===== config.mk =====
export PLATFORM = sky130hd
export DESIGN_NAME = packed_base_mismatch_counter_flat
export DESIGN_NICKNAME = d
export VERILOG_FILES = /design/src/hdl/pbmc_pkg.sv /design/src/hdl/pbmc_in_if.sv /design/src/hdl/pbmc_out_if.sv /design/src/hdl/pbmc_lane_count.sv /design/src/hdl/pbmc_accum.sv /design/src/hdl/packed_base_mismatch_counter.sv /design/src/flat_wrapper.sv
export SDC_FILE = /design/constraint.sdc
export NUM_CORES = 1
export LEC_CHECK = 0
export ABC_CLOCK_PERIOD_IN_PS = 13500
export BUFFER_PORTS_ARGS = -buffer_cell sky130_fd_sc_hd__buf_2
export CAP_MARGIN = 20
export CORE_MARGIN = 2
export CORE_UTILIZATION = 40
export DETAILED_ROUTE_END_ITERATION = 7
export GPL_ROUTABILITY_DRIVEN = 0
export GPL_TIMING_DRIVEN = 0
export PLACE_DENSITY = 0.69
export SLEW_MARGIN = 10
export SYNTH_ARGS = -nofsm -noshare
export SYNTH_HDL_FRONTEND = slang
export SYNTH_SLANG_ARGS = --single-unit

===== constraint.sdc =====
create_clock -name i_clk -period 13.5 [get_ports i_clk]
set_input_delay 2.025 -clock i_clk [delete_from_list [all_inputs] [get_ports i_clk]]
set_output_delay 2.025 -clock i_clk [all_outputs]
set_load 0.02 [all_outputs]

===== src/hdl/pbmc_pkg.sv =====
// shared widths, reset values and struct types for the packed base mismatch counter
// no dependencies; compiled first
package pbmc_pkg;

    localparam int ByteW   = 8;
    localparam int PhaseW  = 2;
    localparam int BasesW  = 3;
    localparam int CountW  = 3;
    localparam int TotalW  = 11;
    localparam int LaneNum = 4;

    localparam logic [BasesW-1:0] BasesFull  = BasesW'(LaneNum);
    localparam logic [TotalW-1:0] LimitReset = TotalW'(4);
    localparam logic [TotalW-1:0] TotalMax   = {TotalW{1'b1}};

    // one accumulation step handed to the accumulator
    typedef struct packed {
        logic              fire;
        logic              last;
        logic [CountW-1:0] count;
    } t_step;

    // running total and sticky over-limit flag
    typedef struct packed {
        logic [TotalW-1:0] mismatches;
        logic              over_limit;
    } t_result;

endpackage


===== src/hdl/pbmc_in_if.sv =====
// request channel of the counter: valid, ready, a read byte, its window and last flag
// depends on pbmc_pkg
interface pbmc_in_if import pbmc_pkg::*; ();
    logic              valid;
    logic              ready;
    logic [ByteW-1:0]  read_byte;
    logic [ByteW-1:0]  target_byte;
    logic [ByteW-1:0]  target_next_byte;
    logic [PhaseW-1:0] phase;
    logic [BasesW-1:0] bases_valid;
    logic              last;

    modport source (
        output valid, read_byte, target_byte, target_next_byte, phase, bases_valid, last,
        input  ready
    );
    modport sink (
        input  valid, read_byte, target_byte, target_next_byte, phase, bases_valid, last,
        output ready
    );
endinterface


===== src/hdl/pbmc_out_if.sv =====
// result channel of the counter: valid, ready, the read total and over-limit flag
// depends on pbmc_pkg
interface pbmc_out_if import pbmc_pkg::*; ();
    logic              valid;
    logic              ready;
    logic [TotalW-1:0] mismatches;
    logic              over_limit;

    modport source (output valid, mismatches, over_limit, input ready);
    modport sink   (input valid, mismatches, over_limit, output ready);
endinterface


===== src/hdl/pbmc_lane_count.sv =====
// window alignment and per-lane mismatch count for one read byte
// depends on pbmc_pkg
module pbmc_lane_count import pbmc_pkg::*; (
    input  logic [ByteW-1:0]  i_read_byte,
    input  logic [ByteW-1:0]  i_target_byte,
    input  logic [ByteW-1:0]  i_target_next_byte,
    input  logic [PhaseW-1:0] i_phase,
    input  logic [BasesW-1:0] i_bases_valid,
    output logic [CountW-1:0] o_count
);

    logic [2*ByteW-1:0] pair_shifted;
    logic [ByteW-1:0]   window;
    logic [ByteW-1:0]   diff;
    logic [BasesW-1:0]  lanes;
    logic [LaneNum-1:0] lane_hit;

    always_comb begin
        pair_shifted = {i_target_byte, i_target_next_byte} << {i_phase, 1'b0};
        window       = pair_shifted[2*ByteW-1:ByteW];
        diff         = i_read_byte ^ window;
        // more than four bases means the full byte
        lanes        = (i_bases_valid > BasesFull) ? BasesFull : i_bases_valid;
        o_count      = '0;
        for (int k = 0; k < LaneNum; k++) begin
            lane_hit[k] = (|diff[ByteW-1-2*k -: 2]) && (BasesW'(k) < lanes);
            o_count     = o_count + CountW'(lane_hit[k]);
        end
    end

endmodule


===== src/hdl/pbmc_accum.sv =====
// saturating mismatch accumulator with sticky over-limit flag
// depends on pbmc_pkg
module pbmc_accum import pbmc_pkg::*; (
    input  logic              i_clk,
    input  logic              i_rst_n,
    input  logic [TotalW-1:0] i_limit,
    input  t_step             i_step,
    output t_result           o_next,
    output t_result           o_state
);

    logic [TotalW-1:0] r_total, n_total;
    logic              r_exceeded, n_exceeded;
    logic [TotalW-1:0] cap;
    logic [TotalW:0]   sum;
    logic [TotalW-1:0] sat;
    logic              exc;

    always_comb begin
        cap = (i_limit == TotalMax) ? TotalMax : i_limit + TotalW'(1);
        sum = {1'b0, r_total} + (TotalW+1)'(i_step.count);
        sat = (sum > {1'b0, cap}) ? cap : sum[TotalW-1:0];
        exc = r_exceeded | (sat > i_limit);

        o_next.mismatches  = sat;
        o_next.over_limit  = exc;
        o_state.mismatches = r_total;
        o_state.over_limit = r_exceeded;

        n_total    = r_total;
        n_exceeded = r_exceeded;
        if (i_step.fire) begin
            // the last byte closes the read, the next one starts fresh
            n_total    = i_step.last ? '0 : sat;
            n_exceeded = i_step.last ? 1'b0 : exc;
        end
    end

    always_ff @(posedge i_clk) begin
        if (!i_rst_n) begin
            r_total    <= '0;
            r_exceeded <= 1'b0;
        end else begin
            r_total    <= n_total;
            r_exceeded <= n_exceeded;
        end
    end

endmodule


===== src/hdl/packed_base_mismatch_counter.sv =====
// top level of the packed base mismatch counter
// depends on pbmc_pkg, pbmc_in_if, pbmc_out_if, pbmc_lane_count, pbmc_accum
//
// usage
//   i_in carries one read byte per request: four 2-bit bases (first base in
//   bits 7:6), the two target bytes that hold its window, the base phase of
//   the window start and the number of leading bases to compare. last marks
//   the final byte of a read.
//   o_out carries one request per read, on its last byte: the mismatch total,
//   saturated at mismatch_limit + 1 (at most 2047), and the sticky over-limit flag.
//   i_cfg_we / i_cfg_wdata write mismatch_limit (reset value 4); write it
//   only while no request sits in the input register. a write between two
//   bytes of a read applies to the bytes that follow it.
// timing
//   one request per cycle, except that a last byte waits while o_out holds
//   an untaken result. a request is latched into the input register, then
//   aligned, counted and accumulated; the result of a last byte is then
//   registered in the result register that drives o_out.
// reset and stall
//   synchronous active-low reset clears the limit to 4, the running total,
//   the flag and both valid bits. while o_out is stalled the input register
//   holds at most one more last byte; non-last bytes keep flowing, since they
//   need no output slot.
module packed_base_mismatch_counter import pbmc_pkg::*; (
    input  logic              i_clk,
    input  logic              i_rst_n,
    input  logic              i_cfg_we,
    input  logic [TotalW-1:0] i_cfg_wdata,
    pbmc_in_if.sink           i_in,
    pbmc_out_if.source        o_out
);

    // configuration register
    logic [TotalW-1:0] r_limit, n_limit;

    // input register stage
    logic              r_s1_valid, n_s1_valid;
    logic [ByteW-1:0]  r_s1_read, r_s1_t0, r_s1_t1;
    logic [PhaseW-1:0] r_s1_phase;
    logic [BasesW-1:0] r_s1_bases;
    logic              r_s1_last;

    // result register stage
    logic              r_out_valid, n_out_valid;
    t_result           r_out;

    logic              s1_advance;
    logic              in_fire;
    logic [CountW-1:0] lane_count;
    t_step             step;
    t_result           acc_next;
    t_result           acc_state;

    // a non-last byte only touches the accumulator, a last byte needs a free
    // output slot (or one that empties this cycle)
    assign s1_advance = r_s1_valid && (!r_s1_last || !r_out_valid || o_out.ready);
    assign i_in.ready = !r_s1_valid || s1_advance;
    assign in_fire    = i_in.valid && i_in.ready;

    assign step.fire  = s1_advance;
    assign step.last  = r_s1_last;
    assign step.count = lane_count;

    pbmc_lane_count u_lane_count (
        .i_read_byte        (r_s1_read),
        .i_target_byte      (r_s1_t0),
        .i_target_next_byte (r_s1_t1),
        .i_phase            (r_s1_phase),
        .i_bases_valid      (r_s1_bases),
        .o_count            (lane_count)
    );

    pbmc_accum u_accum (
        .i_clk   (i_clk),
        .i_rst_n (i_rst_n),
        .i_limit (r_limit),
        .i_step  (step),
        .o_next  (acc_next),
        .o_state (acc_state)
    );

    always_comb begin
        n_limit     = i_cfg_we ? i_cfg_wdata : r_limit;
        n_s1_valid  = in_fire ? 1'b1 : (s1_advance ? 1'b0 : r_s1_valid);
        n_out_valid = r_out_valid;
        if (s1_advance && r_s1_last) begin
            n_out_valid = 1'b1;
        end else if (o_out.ready) begin
            n_out_valid = 1'b0;
        end
    end

    // control state
    always_ff @(posedge i_clk) begin
        if (!i_rst_n) begin
            r_limit     <= LimitReset;
            r_s1_valid  <= 1'b0;
            r_out_valid <= 1'b0;
        end else begin
            r_limit     <= n_limit;
            r_s1_valid  <= n_s1_valid;
            r_out_valid <= n_out_valid;
        end
    end

    // payload, no reset
    always_ff @(posedge i_clk) begin
        if (in_fire) begin
            r_s1_read  <= i_in.read_byte;
            r_s1_t0    <= i_in.target_byte;
            r_s1_t1    <= i_in.target_next_byte;
            r_s1_phase <= i_in.phase;
            r_s1_bases <= i_in.bases_valid;
            r_s1_last  <= i_in.last;
        end
        if (s1_advance && r_s1_last) begin
            r_out <= acc_next;
        end
    end

    assign o_out.valid      = r_out_valid;
    assign o_out.mismatches = r_out.mismatches;
    assign o_out.over_limit = r_out.over_limit;

`ifndef ASSERT_OFF
    // the flag can only be set by a nonzero total
    a_flag_needs_count: assert property (@(posedge i_clk) disable iff (!i_rst_n)
        o_out.valid && o_out.over_limit |-> o_out.mismatches != '0)
        else $error("over_limit reported with zero mismatches");

    // closing a read clears the accumulator
    a_read_restart: assert property (@(posedge i_clk) disable iff (!i_rst_n)
        step.fire && step.last |=> acc_state.mismatches == '0 && !acc_state.over_limit)
        else $error("accumulator not cleared after last byte");

    // a stalled input register keeps its byte
    a_s1_hold: assert property (@(posedge i_clk) disable iff (!i_rst_n)
        r_s1_valid && !s1_advance |=> r_s1_valid && $stable(r_s1_read) && $stable(r_s1_last))
        else $error("input register lost a stalled byte");

    // a last byte only leaves the input register into a free output slot
    a_no_overwrite: assert property (@(posedge i_clk) disable iff (!i_rst_n)
        s1_advance && r_s1_last |-> !r_out_valid || o_out.ready)
        else $error("result register overwritten");
`endif

endmodule


===== src/flat_wrapper.sv =====
// flat-port wrapper written by rule: the top's interface ports become plain ports
module packed_base_mismatch_counter_flat import pbmc_pkg::*;
  (i_clk, i_rst_n, i_cfg_we, i_cfg_wdata, i_in_valid, i_in_read_byte, i_in_target_byte, i_in_target_next_byte, i_in_phase, i_in_bases_valid, i_in_last, i_in_ready, o_out_valid, o_out_mismatches, o_out_over_limit, o_out_ready);
  pbmc_in_if i_in_i ();
  pbmc_out_if o_out_i ();
  input  logic i_clk;
  input  logic i_rst_n;
  input  logic i_cfg_we;
  input  logic [TotalW-1:0] i_cfg_wdata;
  input wire logic [$bits(i_in_i.valid)-1:0] i_in_valid;
  input wire logic [$bits(i_in_i.read_byte)-1:0] i_in_read_byte;
  input wire logic [$bits(i_in_i.target_byte)-1:0] i_in_target_byte;
  input wire logic [$bits(i_in_i.target_next_byte)-1:0] i_in_target_next_byte;
  input wire logic [$bits(i_in_i.phase)-1:0] i_in_phase;
  input wire logic [$bits(i_in_i.bases_valid)-1:0] i_in_bases_valid;
  input wire logic [$bits(i_in_i.last)-1:0] i_in_last;
  output wire logic [$bits(i_in_i.ready)-1:0] i_in_ready;
  output wire logic [$bits(o_out_i.valid)-1:0] o_out_valid;
  output wire logic [$bits(o_out_i.mismatches)-1:0] o_out_mismatches;
  output wire logic [$bits(o_out_i.over_limit)-1:0] o_out_over_limit;
  input wire logic [$bits(o_out_i.ready)-1:0] o_out_ready;
  assign i_in_i.valid = i_in_valid;
  assign i_in_i.read_byte = i_in_read_byte;
  assign i_in_i.target_byte = i_in_target_byte;
  assign i_in_i.target_next_byte = i_in_target_next_byte;
  assign i_in_i.phase = i_in_phase;
  assign i_in_i.bases_valid = i_in_bases_valid;
  assign i_in_i.last = i_in_last;
  assign i_in_ready = i_in_i.ready;
  assign o_out_valid = o_out_i.valid;
  assign o_out_mismatches = o_out_i.mismatches;
  assign o_out_over_limit = o_out_i.over_limit;
  assign o_out_i.ready = o_out_ready;
  packed_base_mismatch_counter u_core (.i_clk(i_clk), .i_rst_n(i_rst_n), .i_cfg_we(i_cfg_we), .i_cfg_wdata(i_cfg_wdata), .i_in(i_in_i), .o_out(o_out_i));
endmodule

==> results of run 1 <==
[cells in the final DEF, fill, tap and decap left out, types with 13 or more instances in the layout]
master     n
buf_2     60
nor2b_1   16
dfxtp_1   25
inv_1     23
edfxtp_1  40
nand3_1   13
nand2_1   14
nor2_1    17
ha_1      24
xor2_1    15
[worst max path at each step]
stage	startpoint	end	slack (ns)	depth (start not counted)
2_1_floorplan	u_core.r_s1_phase[0]	u_core.o_out.over_limit	6.79	27
3_3_place_gp	u_core.r_s1_phase[0]	u_core.o_out.over_limit	6.08	27
3_5_place_dp	u_core.r_s1_phase[0]	u_core.o_out.over_limit	5.99	27
4_1_cts	u_core.r_s1_phase[0]	u_core.o_out.over_limit	5.94	27
5_1_grt	u_core.r_s1_phase[0]	u_core.o_out.over_limit	5.46	27
6_report	u_core.r_s1_phase[0]	u_core.o_out.over_limit	5.96	27
[state kept, by name (all words and copies together) (netlist names)]
| name | count |
|---|---|
| u_core.u_accum.r_total | 11 |
| u_core.r_s1_bases | 3 |
| u_core.r_s1_last | 1 |
| u_core.o_out.over_limit | 1 |
| u_core.r_s1_phase | 2 |
| u_core.r_s1_read | 8 |
| u_core.r_s1_valid | 1 |
| u_core.r_s1_t1 | 6 |
| u_core.r_limit | 11 |
| u_core.u_accum.r_exceeded | 1 |
| u_core.o_out.valid | 1 |
| u_core.r_s1_t0 | 8 |
| u_core.o_out.mismatches | 11 |
[cells by family (layout without fill, tap and decap cells)]
family	Yosys count	in the layout	synth area share, %
AOI/OAI and AO/OA	61	61	11.7
DFF	65	65	45.7
and+or+nand+nor	102	102	15.3
xor gates and xnor gates	23	23	5.42
muxes	20	20	8.41
buffers and inverters	35	109	3.73
adders and majority gates	27	27	9.69
[per-stage QoR]
step	utilization (%)	hold WS, ns
3_5_place_dp	46.0	0.481
6_report	48.5	0.497
2_1_floorplan	-	0.442
4_1_cts	48.5	0.497
3_3_place_gp	45.5	0.475
5_1_grt	48.5	0.521
[metal layers]
metal | wire length, um | share of wire [%]
met1 | 3420 | 46
met4 | 194 | 2.6
met5 | 0 | 0
met3 | 386 | 5.2
met2 | 3460 | 46
[worst max-delay path: cells and delay by family (launching register included)]
| kind | cells | cell delay [ns] |
|---|---|---|
| flops | 1 | 0.32 |
| xor+xnor | 2 | 0.36 |
| compound gates | 8 | 1.66 |
| mux | 1 | 0.58 |
| simple gates | 8 | 1.62 |
| buf+inv | 3 | 0.72 |
| fa+ha+maj | 5 | 1.99 |
[report_power, final]
part	internal (mW)	switching (mW)	leakage [nW]
Combinational	0.0670	0.0844	1.12
Sequential	0.227	0.00750	0.595
Clock	0.122	0.0741	0.114
Total	0.416	0.166	1.83
[cell type report]
cell class,instances,area [um^2],area share [%]
tap,111,139,3.14
buffer,12,52.6,1.19
clock buffer,10,128,2.89
timing repair buffer,58,313,7.08
sequential,65,1700,38.5
multi-input combinational,233,1890,42.9
inverter,23,86.3,1.95
clock inverter,6,106,2.41
==> summary.txt, run 1 <==
Detailed routing
  • Initial DRC Count: ~120
  • Antenna viol nets, final: 0
  • DRT Pass-1 Iters: 5
  • Detailed-route DRC error count: 0
  • Vias per inst: 5.32
  • Vias: 2757
  • WL final: between 7000 and 8000 um
  • Routed WL per cell: 14.4 um

Clock network
  • Clock root cell: clkbuf_8
  • CTS H-tree lvls: 3
  • CTS Buffer Depth: 2
  • Reg clk slew, reported paths: 0.07 ns
  • CTS resizes: 0
  • Total CTS buffers: 9
  • Post-CTS Hold Buffers: 0
  • TritonCTS clock tree: yes
  • Post-CTS setup buffers: 0
  • TritonCTS Sinks: 65
  • Clk Latency, worst-skew pair: 0.34 ns

Yosys
  • Yosys top cell area share: 32.3%
  • Mapped cell area: around 3700 um^2
  • Yosys reg bits: 65
  • Synth area leaders: edfxtp_1, dfxtp_1, ha_1, mux4_2, xor2_1
  • Ys flop type: edfxtp_1
  • Post-synth top cells: edfxtp_1, dfxtp_1, ha_1, inv_1, nor2_1
  • Number of enable flip-flop cells after synthesis: 40
  • YS warnings: 0
  • Seq/Total Area, Yosys: between 40% and 50%
  • Post-synth cell types: 58
  • Asr flop ratio synth: 0%
  • Post-synthesis cell count: 333
  • Most frequent cell after synthesis: edfxtp_1
  • Post-synth top area cell: edfxtp_1
  • Post-synth net total: slightly above 400
  • Syn_area_per_cell: 11.2 um^2

Setup path
  • Worst reg-to-reg path cell count: 27
  • CP max stage cell: mux4_2
  • R2R Setup Slk: 5.96 ns
  • Reg2reg end: u_core.o_out.over_limit
  • Crit path kind: flip-flop to flip-flop
  • CP startpoint kind: flip-flop
  • RR Startpoint: u_core.r_s1_phase[0]
  • WP data required: 13.58 ns
  • Critical path fanouts, max: 10
  • Critical path's largest stage delay: a little under 0.6 ns
  • Crit end category: flip-flop
  • Crit path DAT: 7.62 ns

Placement
  • Pre-CTS setup slack: between 5 and 6 ns
  • I/O Buffers: 57
  • Placed cells: 502
  • Cell Area, Placed: 4190 um^2
  • DP Wirelength: 5810 um

Die
  • I/O pin count: 60
  • # rows: 35
  • DIE HEIGHT: ~100 um
  • Die area: 10100 um^2
  • Die width: about 100 um
  • Core region area: 9110 um^2
  • Initial core utilization: 40.8%

Power
  • Lkg Pwr: between 1.5 and 2 nW
  • PwrDens: 132 nW/um^2
  • Worst VDD drop: 0.0000608 V
  • Total power: ~0.58 mW

Timing
  • Max-slew violations: 0
  • RSZ-0062 raised after global routing: false
  • Slew margin rel.: 27.7%
  • Final setup viols: 0
  • Final setup margin: 5.96 ns
  • Worst-margin pin slew: around 1.1 ns
  • Max frequency: 133 MHz
  • Min Clock Period, post-route: approximately 7.5 ns
  • Fin crit share: 55.8%
  • Setup TNS: 0 ns
  • Hold Fails Final Rpt: 0
  • Clock skew: 0.00871 ns

Cells and area
  • Finished Cell Area: 4420 um^2
  • Share of cells above drive strength 1: 23.8%
  • FILL cells: 823
  • Final Net Count: 475
  • Area growth from synthesis to layout: 18.8%
  • Ant diodes: 0
  • Layout Cells excl Fill: approximately 520

GRT
  • Total congestion overflow: 0
  • Vias in the first global route: 2697
  • Met3 GRT Util: approximately 4.4%
  • First-pass GRT wire length: 12400 um
  • Initial antenna violation count: 0
  • Largest net degree at the start of global routing: 28
  • Met2 Use GR: 25.1%
  • Busiest layer in global routing: met2
  • Global Route Usage Sum: 15.9%
  • Grt met1 use: about a fifth

Hold path
  • Min-delay worst type: flip-flop to flip-flop
  • Hold path startpoint: u_core.u_accum.r_total[4]
  • WHS Endpoint: u_core.u_accum.r_total[4]
  • Hold Path Stages: 1

Flow run
  • Max_cap viols: 0

Status
  • Status: finished clean
Note: power is estimated with default switching activity, not from simulation.
==> inputs of run 2 (changes only) <==
--- a/config.mk
+++ b/config.mk
@@ -5,7 +5,7 @@
 export SDC_FILE = /design/constraint.sdc
 export NUM_CORES = 1
 export LEC_CHECK = 0
-export ABC_CLOCK_PERIOD_IN_PS = 13500
+export ABC_CLOCK_PERIOD_IN_PS = 6800
 export BUFFER_PORTS_ARGS = -buffer_cell sky130_fd_sc_hd__buf_2
 export CAP_MARGIN = 20
 export CORE_MARGIN = 2
@@ -13,7 +13,7 @@
 export DETAILED_ROUTE_END_ITERATION = 7
 export GPL_ROUTABILITY_DRIVEN = 0
 export GPL_TIMING_DRIVEN = 0
-export PLACE_DENSITY = 0.69
+export PLACE_DENSITY = 0.71
 export SLEW_MARGIN = 10
 export SYNTH_ARGS = -nofsm -noshare
 export SYNTH_HDL_FRONTEND = slang
==> constraint.sdc (replaced) <==
create_clock -name i_clk -period 6.8 [get_ports i_clk]
set_input_delay 1.02 -clock i_clk [delete_from_list [all_inputs] [get_ports i_clk]]
set_output_delay 1.02 -clock i_clk [all_outputs]
set_load 0.02 [all_outputs]
==> run 2 against run 1 <==
Net effect:
- routed wire length up 7.4%
- register-to-register slack lost 5.7 ns
- worst hold slack better by 0.0028 ns
- largest power group unchanged
==> summary.txt, run 2 (synthesis gave the netlist of run 1 again) <==
Detailed routing
  • Initial DRC Count: 137 (was 119)
  • WL met2: 3970 um (was 3460 um)
  • WL final: 8010 um (was 7460 um)
  • Detailed-route DRC error count: 0 (unchanged)
  • Antenna viol nets, final: 0 (unchanged)
  • Vias per inst: 5.43 (was 5.32)
  • Routed WL per cell: 15.3 um (was 14.4 um)
  • Vias: 2853 (was 2757)
  • Metal3 WL: 417 um (was 386 um)
  • Highest Signal Layer: met4 (unchanged)
  • DRT met1 WL: 3430 um (was 3420 um)
  • DRT Pass-1 Iters: 6 (was 5)

Hold path
  • Hold path startpoint: u_core.u_accum.r_total[4] (unchanged)
  • Min-delay worst type: flip-flop to flip-flop (unchanged)
  • Hold Path Stages: 1 (unchanged)

Clock network
  • Clk Latency, worst-skew pair: 0.35 ns (was 0.34 ns)
  • CTS Buffer Depth: 2 (unchanged)
  • Clock root cell: clkbuf_8 (unchanged)
  • CTS H-tree lvls: 3 (unchanged)
  • TritonCTS Sinks: 65 (unchanged)
  • Reg clk slew, reported paths: 0.08 ns (was 0.07 ns)
  • TritonCTS clock tree: yes (unchanged)
  • Total CTS buffers: 9 (unchanged)

Die
  • Die width: 100 um (unchanged)
  • Die area: 10100 um^2 (unchanged)
  • # rows: 35 (unchanged)
  • DIE HEIGHT: 100 um (unchanged)
  • Initial core utilization: 40.8% (unchanged)
  • Core region area: 9110 um^2 (unchanged)
  • I/O pin count: 60 (unchanged)

Timing
  • WHS: 0.500 ns (was 0.497 ns)
  • Max-slew violations: 0 (unchanged)
  • Hold Fails Final Rpt: 0 (unchanged)
  • Final setup viols: 0 (unchanged)
  • Max frequency: 154 MHz (was 133 MHz)
  • Fin crit share: 95.7% (was 55.8%)
  • Worst-margin pin slew: 0.655 ns (was 1.08 ns)
  • Clock skew: 0.0130 ns (was 0.00871 ns)
  • Final setup margin: 0.291 ns (was 5.96 ns)
  • RSZ-0062 raised after global routing: false (unchanged)
  • Min Clock Period, post-route: 6.51 ns (was 7.54 ns)
  • Setup TNS: 0 ns (unchanged)
  • Slew margin rel.: 56.3% (was 27.7%)

Setup path
  • Worst reg-to-reg path cell count: 27 (unchanged)
  • Crit path DAT: 6.60 ns (was 7.62 ns)
  • Critical path's largest stage delay: 0.55 ns (was 0.58 ns)
  • WP depth: 27 (unchanged)
  • Critical path fanouts, max: 6 (was 10)
  • CP bufs+invs: 3 (unchanged)
  • Crit path kind: flip-flop to flip-flop (unchanged)
  • Crit end category: flip-flop (unchanged)
  • Cell family with most CP delay: adder cells (unchanged)
  • CP max stage cell: or4_4 (was mux4_2)
  • CP startpoint kind: flip-flop (unchanged)
  • R2R Setup Slk: 0.29 ns (was 5.96 ns)
  • CP startpoint: u_core.r_s1_phase[0] (unchanged)
  • RR Startpoint: u_core.r_s1_phase[0] (unchanged)
  • WP data required: 6.89 ns (was 13.58 ns)

Cells and area
  • Commonest non-fill, non-tap cell in the layout: buf_2 (unchanged)
  • Ant diodes: 0 (unchanged)
  • Area growth from synthesis to layout: 21.6% (was 18.8%)
  • Finished Cell Area: 4520 um^2 (was 4420 um^2)
  • Final Net Count: 482 (was 475)
  • Share of cells above drive strength 1: 29.5% (was 23.8%)
  • Most frequent cells in the layout: buf_2, edfxtp_1, dfxtp_1 (unchanged)

Placement
  • DP Wirelength: 5940 um (was 5810 um)
  • I/O Buffers: 57 (unchanged)
  • Pre-CTS setup slack: -0.696 ns (was 5.99 ns)
  • Cell Area, Placed: 4180 um^2 (was 4190 um^2)

GRT
  • Global Route Usage Sum: 16.9% (was 15.9%)
  • Largest net degree at the start of global routing: 29 (was 28)
  • Initial antenna violation count: 0 (unchanged)
  • Vias in the first global route: 2850 (was 2697)
  • Total congestion overflow: 0 (unchanged)
  • First-pass GRT wire length: 13200 um (was 12400 um)

Power
  • PwrDens: 255 nW/um^2 (was 132 nW/um^2)
  • Lkg Pwr: 1.88 nW (was 1.83 nW)
  • Worst VDD drop: 0.000152 V (was 0.0000608 V)

Flow run
  • Max_cap viols: 0 (unchanged)

Status
  • Status: finished clean (unchanged)
==> run 2: repair_timing <==
item / CTS / global route
resized for setup: 12 / 9
hold buffers: 0 / 0
buffers inserted: 4 / 5
endpoints found under the setup margin: 2 / 2
pin swaps: 3 / 8
==> run 2: metal layers <==
layer / vias to the layer above / global-route usage (%)
met5: - / 0
met4: 0 / 7.59
met3: 19 / 4.04
met2: 86 / 27.8
met1: 1356 / 21.3
li1: 1392 / -
==> run 2: layout make-up <==
cell class / instances / area (um^2)
Fill cell: 835 / 4590
Clock buffer: 9 / 124
Multi-Input combinational cell: 233 / 1960
Buffer: 9 / 43.8
Clock inverter: 7 / 85.1
Inverter: 23 / 86.3
Timing Repair Buffer: 68 / 380
Sequential cell: 65 / 1700
Tap cell: 111 / 139
==> run 2: power by group <==
part | total [mW] | internal, mW | switching, mW
Sequential | 0.467 | 0.451 | 0.0166
Clock | 0.347 | 0.177 | 0.170
Combinational | 0.337 | 0.156 | 0.181
Total | 1.15 | 0.783 | 0.368
==> run 2: per-stage QoR <==
stage | std cells | power [mW] | utilization [%]
after detailed placement | 502 | 0.775 | 45.9
after global placement | 501 | 0.761 | 45.5
after floorplan | 333 | 0.688 | -
after global routing | 525 | 1.22 | 49.7
after CTS | 520 | 1.14 | 48.8
final | 525 | 1.15 | 49.7
==> run 2: worst paths after layout <==
kind	end
setup / recovery	u_core.o_out.over_limit
hold / removal	u_core.u_accum.r_total[4]
setup reg to reg	u_core.o_out.over_limit
hold reg to reg	u_core.u_accum.r_total[4]
